===== config.mk =====
export PLATFORM = sky130hd
export DESIGN_NAME = cse_step
export DESIGN_NICKNAME = d
export VERILOG_FILES = /design/src/sv/cse_pkg.sv /design/src/sv/cse_step.sv
export SDC_FILE = /design/constraint.sdc
export NUM_CORES = 1
export LEC_CHECK = 0
export BUFFER_PORTS_ARGS = -buffer_cell sky130_fd_sc_hd__buf_2
export CORE_UTILIZATION = 52
export DETAILED_ROUTE_END_ITERATION = 10
export GPL_ROUTABILITY_DRIVEN = 0
export PLACE_DENSITY_LB_ADDON = 0.3
export SLEW_MARGIN = 25
export SYNTH_ARGS = -nofsm -noshare
export SYNTH_HDL_FRONTEND = slang
export SYNTH_SLANG_ARGS = --single-unit

===== constraint.sdc =====
create_clock -name vclk -period 1.8
set_input_delay 0 -clock vclk [all_inputs]
set_output_delay 0 -clock vclk [all_outputs]
set_load 0.02 [all_outputs]

===== src/sv/cse_pkg.sv =====
// Package with the types, codes and helper functions of the C string escape decoder.
package cse_pkg;

    typedef enum logic [2:0] {
        PH_OPEN = 3'd0,
        PH_BODY = 3'd1,
        PH_ESC  = 3'd2,
        PH_HEX1 = 3'd3,
        PH_HEX2 = 3'd4
    } phase_t;

    typedef enum logic [1:0] {
        ST_OK           = 2'd0,
        ST_BAD_ESCAPE   = 2'd1,
        ST_BAD_HEX      = 2'd2,
        ST_UNTERMINATED = 2'd3
    } status_t;

    localparam logic [7:0] CH_QUOTE     = 8'h22;
    localparam logic [7:0] CH_BACKSLASH = 8'h5C;
    localparam logic [7:0] CH_N         = 8'h6E;
    localparam logic [7:0] CH_T         = 8'h74;
    localparam logic [7:0] CH_R         = 8'h72;
    localparam logic [7:0] CH_X         = 8'h78;
    localparam logic [7:0] CH_NEWLINE   = 8'h0A;
    localparam logic [7:0] CH_TAB       = 8'h09;
    localparam logic [7:0] CH_CR        = 8'h0D;

    typedef struct packed {
        logic [7:0] in_byte;
        logic       is_last;
    } in_item_t;

    typedef struct packed {
        logic [7:0] out_byte;
        logic       byte_valid;
        logic       end_of_string;
        logic [1:0] status;
    } out_item_t;

    typedef struct packed {
        phase_t     phase;
        logic [3:0] high_nibble;
        status_t    error_status;
    } dec_state_t;

    localparam dec_state_t STATE_RESET = '{phase: PH_OPEN, high_nibble: 4'd0,
                                           error_status: ST_OK};

    typedef struct packed {
        logic       ok;
        logic [3:0] value;
    } hex_digit_t;

    function automatic hex_digit_t hex_value(input logic [7:0] b);
        hex_digit_t h;
        h.ok    = 1'b1;
        h.value = 4'd0;
        if (b >= 8'h30 && b <= 8'h39)
        begin
            h.value = 4'(b - 8'h30);
        end
        else if (b >= 8'h61 && b <= 8'h66)
        begin
            h.value = 4'(b - 8'h61 + 8'd10);
        end
        else if (b >= 8'h41 && b <= 8'h46)
        begin
            h.value = 4'(b - 8'h41 + 8'd10);
        end
        else
        begin
            h.ok = 1'b0;
        end
        return h;
    endfunction

endpackage


===== src/sv/cse_step.sv =====
// Combinational decode step: next decoder state and the result for one byte.
module cse_step
    import cse_pkg::*;
(
    input  dec_state_t state,
    input  in_item_t   item,
    output dec_state_t state_next,
    output logic       emit,
    output out_item_t  result
);

    hex_digit_t hex;

    assign hex = hex_value(item.in_byte);

    // Next state.
    always_comb
    begin
        state_next = state;
        if (item.is_last)
        begin
            state_next = STATE_RESET;
        end
        else if (state.phase == PH_OPEN)
        begin
            state_next.phase = PH_BODY;
        end
        else if (state.error_status == ST_OK)
        begin
            unique case (state.phase)
                PH_ESC:
                begin
                    state_next.phase = PH_BODY;
                    unique case (item.in_byte)
                        CH_QUOTE, CH_BACKSLASH, CH_N, CH_T, CH_R: ;
                        CH_X:    state_next.phase = PH_HEX1;
                        default: state_next.error_status = ST_BAD_ESCAPE;
                    endcase
                end
                PH_HEX1:
                begin
                    if (hex.ok)
                    begin
                        state_next.high_nibble = hex.value;
                        state_next.phase       = PH_HEX2;
                    end
                    else
                    begin
                        state_next.error_status = ST_BAD_HEX;
                        state_next.phase        = PH_BODY;
                    end
                end
                PH_HEX2:
                begin
                    state_next.phase = PH_BODY;
                    if (hex.ok)
                    begin
                        state_next.high_nibble = 4'd0;
                    end
                    else
                    begin
                        state_next.error_status = ST_BAD_HEX;
                    end
                end
                default:
                begin
                    // The body phase, and any phase code that is never reached.
                    state_next.phase = (item.in_byte == CH_BACKSLASH) ? PH_ESC : PH_BODY;
                end
            endcase
        end
    end

    // Result.
    always_comb
    begin
        emit   = 1'b0;
        result = '0;
        if (item.is_last)
        begin
            emit                 = 1'b1;
            result.end_of_string = 1'b1;
            if (state.error_status != ST_OK)
            begin
                result.status = state.error_status;
            end
            else if (state.phase == PH_ESC || state.phase == PH_HEX1
                     || state.phase == PH_HEX2)
            begin
                result.status = ST_UNTERMINATED;
            end
        end
        else if (state.phase != PH_OPEN && state.error_status == ST_OK)
        begin
            unique case (state.phase)
                PH_ESC:
                begin
                    emit = 1'b1;
                    unique case (item.in_byte)
                        CH_QUOTE:     result.out_byte = CH_QUOTE;
                        CH_BACKSLASH: result.out_byte = CH_BACKSLASH;
                        CH_N:         result.out_byte = CH_NEWLINE;
                        CH_T:         result.out_byte = CH_TAB;
                        CH_R:         result.out_byte = CH_CR;
                        default:      emit = 1'b0;
                    endcase
                    result.byte_valid = emit;
                end
                PH_HEX1: ;
                PH_HEX2:
                begin
                    emit              = hex.ok;
                    result.byte_valid = hex.ok;
                    result.out_byte   = hex.ok ? {state.high_nibble, hex.value} : 8'd0;
                end
                default:
                begin
                    if (item.in_byte != CH_BACKSLASH)
                    begin
                        emit              = 1'b1;
                        result.byte_valid = 1'b1;
                        result.out_byte   = item.in_byte;
                    end
                end
            endcase
        end
    end

endmodule


==> results of run 1 <==
-- cells in the final DEF, fill, tap and decap left out, drive strengths merged, types with 3 or more instances in the layout --
| cell type | instances |
|---|---|
| a31oi | 5 |
| nand2 | 11 |
| ha | 4 |
| or3 | 5 |
| nor2b | 3 |
| nor3b | 5 |
| nor2 | 11 |
| nand2b | 4 |
| a21oi | 12 |
| o22ai | 6 |
| nor3 | 6 |
| o32ai | 3 |
| buf | 61 |
| o211ai | 7 |
| o21ai | 5 |
| nand3 | 4 |
| inv | 8 |
| and2 | 4 |
-- cell type report --
| type | count | share of cell area |
|---|---|---|
| multi-input combinational | 132 | 0.6918 |
| timing repair buffer | 61 | 0.2631 |
| tap | 25 | 0.02300 |
| inverter | 8 | 0.02208 |
-- final timing paths --
| path | end | slack, ns | cells past startpoint | start |
|---|---|---|---|---|
| worst min-delay path | state_next[2] | 0.38 | 4 | state[2] |
| worst max-delay path | result[10] | 0.004 | 10 | item[1] |
-- worst max-delay path: cells and delay by family --
kind                     cells  cell delay [ns]
AND/OR/NAND/NOR              2             0.26
AO/OA/AOI/OAI                2             0.60
adder cells (fa/ha/maj)      1             0.20
buffers and inverters        5             0.71
-- cells in the mapped netlist, drive strengths merged (3+ instances only) --
master	number	area share
and2	4	0.024
nand2b	4	0.024
nor2	11	0.040
nor2b	3	0.018
nor3b	5	0.048
o32ai	3	0.026
inv	8	0.029
o21ai	5	0.028
clkbuf	3	0.011
a21oi	12	0.062
ha	4	0.049
nand3	4	0.020
nor3	6	0.029
o211ai	7	0.051
nand2	11	0.040
a31oi	5	0.030
o22ai	6	0.043
or3	5	0.032
buf	9	0.061
-- logic make-up (layout without fill, tap and decap cells) --
| group | Yosys count | in the layout |
|---|---|---|
| AOI/OAI and AO/OA | 55 | 55 |
| xor gates and xnor gates | 2 | 2 |
| adders and majority gates | 4 | 4 |
| buffers and inverters | 20 | 69 |
| muxes | 2 | 2 |
| and+or+nand+nor | 69 | 69 |
-- routing by layer --
layer / up-vias / share of wire
li1: 693 / -
met1: 655 / 0.42
met2: 92 / 0.48
met3: 14 / 0.075
met4: 0 / 0.023
met5: - / 0
-- where the power goes --
| group | internal (mW) | switching [mW] |
|---|---|---|
| registers | 0 | 0 |
| clock network | 0 | 0 |
| logic | 0.117 | 0.169 |
| total | 0.117 | 0.169 |
-- repair_timing --
item | in CTS | in global routing
buffers inserted | 0 | 0
gates resized for setup | 0 | 3
setup endpoints to repair | 0 | 17
-- per-stage QoR --
step	setup TNS (ns)	power [mW]
floorplan	0	0.1732
global placement	0	0.2696
detailed placement	0	0.2761
CTS	0	0.2777
global route	-0.1680	0.3101
finish	0	0.2856
==> flow_summary.toml, run 1 <==
[logic_synthesis]
synth-xor-area-share = 0.01707
yosys.area_share.simple = 0.4207
ys_types = 55
synth_top_family_by_area = "simple AND/OR/NAND/NOR gates"
syn_area_per_cell_um2 = 6.750
netlist_area_um2 = 1026
yosys-mux-area-fraction = 0.01951
synthCells = 152
synthAdderAreaFrac = 0.04878
yosys_warnings = 0
synth_compound_area_frac = 0.3927
ys_seq_area_frac = 0
syn-num-nets = 174

[floorplan]
die_height_um = 46.42
core_um2 = 1783
start_util = 0.5754
fp.dieW_um = 46.42
num_rows = 15
io_pins = 40
die_area_um2 = 2155

[sta]
whs_ns = 0.3754
fin_crit_ns = 1.796
worst_slack_ns = 0.003523
rsz0062_at_grt = "true"
finalCritPeriodShare = 0.9980
slew_headroom = 0.5758
slew_violations = 0
tightest_slew_ns = 0.6350
fmax_mhz = 556.6
timing_hold_violations_final = 0
setup_viol = 0

[critical_path]
startpoint_type = "input pin"
critPathCaptureType = "output port"
crit_fanout = 7
crit_chain = "buf_2 > inv_1 > ha_2 > buf_4 > and4b_1 > a311oi_1 > buf_4 > nand2_1 > a31oi_1 > buf_2"
cp.arrival_ns = 1.80
slowest_delay_ns = 0.41
cpMaxStageDelayCell = "a311oi_1"
required_ns = 1.80
worstSetupPathType = "in2out"

[global_routing]
grt_util_met2 = 0.5889
antenna_found_initial = 0
gr-usage-met1 = 0.4529
grt_max_degree = 20
grt_pass1_wl_mm = 5.471
grt_use_met3 = 0.03529
busiest_layer = "met2"
grt_pass1_vias = 1193
gr-total-overflow = 0
track_usage = 0.3434

[drt]
wl_mm = 3.429
post_drt_wl_per_cell_um = 15.17
ant_nets = 0
via_per_inst = 6.434
via_count = 1454
drcViolationCount = 0
dr.pass1.iters = 5
drtIter0Drc = 58

[layout]
fin_cells = 226
multi_input_area_um2 = 940.9
seq_area_um2 = 0
final_util = 0.7628
fillers = 143
nNetsFinal = 225
diodes = 0
post-route-cell-area_um2 = 1360
nFlopsAndLatches = 0
n_clock_buffer = 0
syn_to_final_growth_pct = 32.56
layout-drive-gt1-share = 0.3781

[power_and_ir_drop]
cellLeakagePower_nw = 0.5918
cellPowerDensity_nw_per_um2 = 210.0
ir_worst_vdd_mv = 0.1326

[min_path]
hold_path_class = "in2out"

[placed_design]
pre_cts_ws_ns = 0.04761
port_buffers = 40
place_hpwl_mm = 2.690
place_inst = 226
placed_area_um2 = 1348

[clock_network]
hold_buffers = 0

[outcome]
status = "complete, no violations"

[job]
drv_cap = 0
(Power assumes the default switching activity.)
==> run 2: changes to the inputs <==
--- a/config.mk
+++ b/config.mk
@@ -10,6 +10,7 @@
 export DETAILED_ROUTE_END_ITERATION = 10
 export GPL_ROUTABILITY_DRIVEN = 0
 export PLACE_DENSITY_LB_ADDON = 0.3
+export REMOVE_ABC_BUFFERS = 1
 export SLEW_MARGIN = 25
 export SYNTH_ARGS = -nofsm -noshare
 export SYNTH_HDL_FRONTEND = slang
==> run 2 against run 1 <==
Effect of this change: critical path depth down 3; highest routed layer unchanged; critical endpoint unchanged; global-route usage down 1.6 points; critical path type unchanged; final area down 1.4%; largest cell class unchanged; non-clock buffer count down 4.
==> flow_summary.toml, run 2 (synthesis gave the netlist of run 1 again) <==
[outcome]
status = "complete, no violations"

[sta]
worst_slack_ns = 0.08246
rsz0062_at_grt = "false"
slew_headroom = 0.7104
slew_violations = 0
finalSetupTns_ns = 0
timing_hold_violations_final = 0
whs_ns = 0.3776
setup_viol = 0
tightest_slew_ns = 0.4334
fin_crit_ns = 1.718
finalCritPeriodShare = 0.9542
fmax_mhz = 582.2

[power_and_ir_drop]
total_power_mw = 0.2847
cellPowerDensity_nw_per_um2 = 212.2
cellLeakagePower_nw = 0.5776
ir_worst_vdd_mv = 0.1370

[global_routing]
grt_max_degree = 20
antenna_found_initial = 0
grt_pass1_wl_mm = 5.230
grt_pass1_vias = 1164
gr-total-overflow = 0
track_usage = 0.3275

[layout]
n_clock_buffer = 0
nFlopsAndLatches = 0
fillers = 148
syn_to_final_growth_pct = 30.73
final_cell_mix = "buf_2, buf_4, nor2_1, nand2_1, a21oi_1"
layout-drive-gt1-share = 0.3756
nNetsFinal = 221
seq_area_um2 = 0
multi_input_area_um2 = 949.7
final_util = 0.7523
diodes = 0
layout_commonest_cell = "buf_2"

[placed_design]
place_hpwl_mm = 2.699
port_buffers = 40
pre_cts_ws_ns = 0.05807

[drt]
drcViolationCount = 0
dr.pass1.iters = 5
via_count = 1403
ant_nets = 0
wl_mm = 3.379
via_per_inst = 6.320
drtIter0Drc = 69
post_drt_wl_per_cell_um = 15.22

[floorplan]
die_area_um2 = 2155
start_util = 0.5754
fp.dieW_um = 46.42
num_rows = 15
die_height_um = 46.42
core_um2 = 1783
io_pins = 40

[clock_network]
hold_buffers = 0

[min_path]
hold_depth = 4
min_to = "state_next[5]"
hold_path_class = "in2out"
hold_path.startpoint = "state[5]"

[critical_path]
critical-path-top-delay-family = "simple AND/OR/NAND/NOR gates"
worstSetupPathType = "in2out"
crit_chain = "buf_2 > or4b_4 > nor3b_4 > buf_4 > o211ai_1 > a31oi_1 > buf_2"
slowest_delay_ns = 0.57
startpoint_type = "input pin"
critical_path.most_common_cell = "buf_2"
cpMaxStageDelayCell = "or4b_4"
crit_fanout = 8
path_buf_inv = 3
cp.arrival_ns = 1.72
required_ns = 1.80
critPathCaptureType = "output port"

[job]
drv_cap = 0
[run 2: repair_timing]
action	CTS	global route
setup buffers	0	0
gates resized for setup	0	7
setup endpoints to repair	0	4
[run 2: metal layers]
metal,GRT usage,wire (um),up-vias
met5,0,0,-
li1,-,-,684
met2,0.5556,1604,70
met1,0.4483,1453,643
met4,0.07647,55,0
met3,0.01176,265,6
[run 2: report_power, final]
part	total (mW)	leakage (nW)	internal [mW]	switching, mW
Sequential	0	0	0	0
Combinational	0.285	0.578	0.116	0.169
Clock	0	0	0	0
[run 2: through the flow]
step	area, um2	instances
final	1341	222
after global routing	1341	222
after CTS	1311	222
after detailed placement	1311	222
after global placement	1311	222
after floorplan	952.2	140
[run 2: worst max-delay path by stage]
stage | slack [ns] | cells past startpoint | startpoint | end
after floorplan | -0.12 | 6 | item[1] | result[9]
after detailed placement | 0.06 | 8 | item[2] | state_next[7]
after CTS | 0.06 | 8 | item[2] | state_next[7]
after global placement | 0.10 | 7 | item[4] | result[8]
final | 0.08 | 7 | item[4] | result[10]
after global routing | 0.02 | 7 | item[4] | result[10]
[run 2: layout make-up]
| class | count | share of cell area |
|---|---|---|
| Multi-Input combinational cell | 132 | 0.7080 |
| Inverter | 8 | 0.02239 |
| Timing Repair Buffer | 57 | 0.2463 |
| Tap cell | 25 | 0.02332 |
==> run 3: changes to the inputs <==
--- a/config.mk
+++ b/config.mk
@@ -8,8 +8,8 @@
 export BUFFER_PORTS_ARGS = -buffer_cell sky130_fd_sc_hd__buf_2
 export CORE_UTILIZATION = 52
 export DETAILED_ROUTE_END_ITERATION = 10
-export GPL_ROUTABILITY_DRIVEN = 0
-export PLACE_DENSITY_LB_ADDON = 0.3
+export GPL_ROUTABILITY_DRIVEN = 1
+export PLACE_DENSITY = 0.92
 export REMOVE_ABC_BUFFERS = 1
 export SLEW_MARGIN = 25
 export SYNTH_ARGS = -nofsm -noshare
==> run 3 against run 2 <==
Effect of this change: critical path type unchanged; highest routed layer unchanged; critical endpoint is now result[9]; sequential share of layout area unchanged; flip-flop and latch count unchanged; setup slack got worse by 0.034 ns; fmax decreased by 2.0%; die area unchanged; power decreased by 1.4%; routed wire length increased by 2.7%; critical path depth decreased by 1; worst hold slack improved by 0.0055 ns; via count increased by 1.9%.
==> flow_summary.toml, run 3 (synthesis gave the netlist of run 1 again) <==
[outcome]
status = "complete, no violations"

[floorplan]
die_height_um = 46.42
die_area_um2 = 2155
start_util = 0.5754
io_pins = 40
fp.dieW_um = 46.42
num_rows = 15
core_um2 = 1783

[power_and_ir_drop]
power_frac_seq = 0
cell_internal_pwr_mw = 0.1124
cellLeakagePower_nw = 0.5675
swShare = 0.5995
ir_worst_vdd_mv = 0.1350
cellPowerDensity_nw_per_um2 = 213.3
clkPwrFrac = 0
switchingPower_mw = 0.1683
pwr-share-comb = 1.000

[critical_path]
required_ns = 1.80
startpoint_type = "input pin"
startpoint = "item[4]"
crit_fanout = 10
critPathCaptureType = "output port"
crit_path_end = "result[9]"
worstSetupPathType = "in2out"
cp.arrival_ns = 1.75

[global_routing]
gr-total-overflow = 0
antenna_found_initial = 0
grt_pass1_vias = 1169
grt_pass1_wl_mm = 5.175
grt_util_met2 = 0.5583
grt_max_degree = 20
busiest_layer = "met2"
gr-usage-met1 = 0.4276
grt_use_met3 = 0.02745
track_usage = 0.3203

[layout]
post-route-cell-area_um2 = 1316
fillers = 133
nFlopsAndLatches = 0
multi_input_area_um2 = 934.6
final_cell_mix = "buf_2, buf_4, nor2_1, nand2_1, a21oi_1"
layout-drive-gt1-share = 0.3571
nNetsFinal = 220
layout_commonest_cell = "buf_2"
seq_area_um2 = 0
syn_to_final_growth_pct = 28.29
diodes = 0
n_clock_buffer = 0

[sta]
fmax_mhz = 570.9
fin_crit_ns = 1.752
finalCritPeriodShare = 0.9732
timing_hold_violations_final = 0
setup_viol = 0
slew_headroom = 0.6816
rsz0062_at_grt = "false"
worst_slack_ns = 0.04826
tightest_slew_ns = 0.4766
slew_violations = 0

[drt]
via_count = 1430
post_drt_wl_per_cell_um = 15.70
wl_mm = 3.470
drtIter0Drc = 60
drcViolationCount = 0
via_per_inst = 6.471
dr.pass1.iters = 6
ant_nets = 0

[clock_network]
hold_buffers = 0

[placed_design]
pre_cts_ws_ns = 0.02276
placed_area_um2 = 1304
place_hpwl_mm = 2.677
gp_congestion = 0.9309
port_buffers = 40

[job]
drv_cap = 0

[min_path]
hold_path_class = "in2out"
hold_depth = 4
==> run 3: final cells by class <==
class / count / area share
Timing Repair Buffer: 56 / 0.2433
Tap cell: 25 / 0.02376
Multi-Input combinational cell: 132 / 0.7101
Inverter: 8 / 0.02281
==> run 3: layer usage <==
layer | vias up | part of all wire
li1 | 686 | -
met1 | 644 | 0.42
met2 | 94 | 0.49
met3 | 6 | 0.072
met4 | 0 | 0.012
met5 | - | 0
==> run 3: worst min-delay path by stage <==
stage	endpoint	slack, ns	start
global placement	state_next[5]	0.37	state[5]
finish	state_next[5]	0.38	state[5]
floorplan	result[2]	0	item[0]
CTS	state_next[5]	0.39	state[5]
detailed placement	state_next[5]	0.39	state[5]
global route	state_next[5]	0.40	state[5]
==> run 3: power by group through the flow <==
stage	Combinational [mW]	Clock, mW	Sequential (mW)
after CTS	0.272	0	0
after floorplan	0.147	0	0
after global placement	0.262	0	0
after global routing	0.302	0	0
after detailed placement	0.271	0	0
final	0.281	0	0
==> run 3: through the flow <==
stage	cells	utilization	TNS [ns]	hold slack, ns	power [mW]
after CTS	221	0.7312	0	0.3854	0.2723
final	221	0.7382	0	0.3832	0.2808
after global placement	221	0.7312	0	0.3706	0.2617
after detailed placement	221	0.7312	0	0.3853	0.2708
after floorplan	140	-	-1.020	0	0.1469
after global routing	221	0.7382	0	0.3987	0.3023
==> run 3: what timing repair did <==
action                                 CTS  global route
setup buffers                            0             0
setup endpoints to repair                0             4
gates resized for setup                  0             3
endpoints found under the hold margin    0             0
==> run 3: critical path, stage by stage <==
cell,delay [ns]
buf_2,0.11
or4b_4,0.57
nor3b_4,0.42
o211ai_1,0.18
a221oi_2,0.26
buf_2,0.20
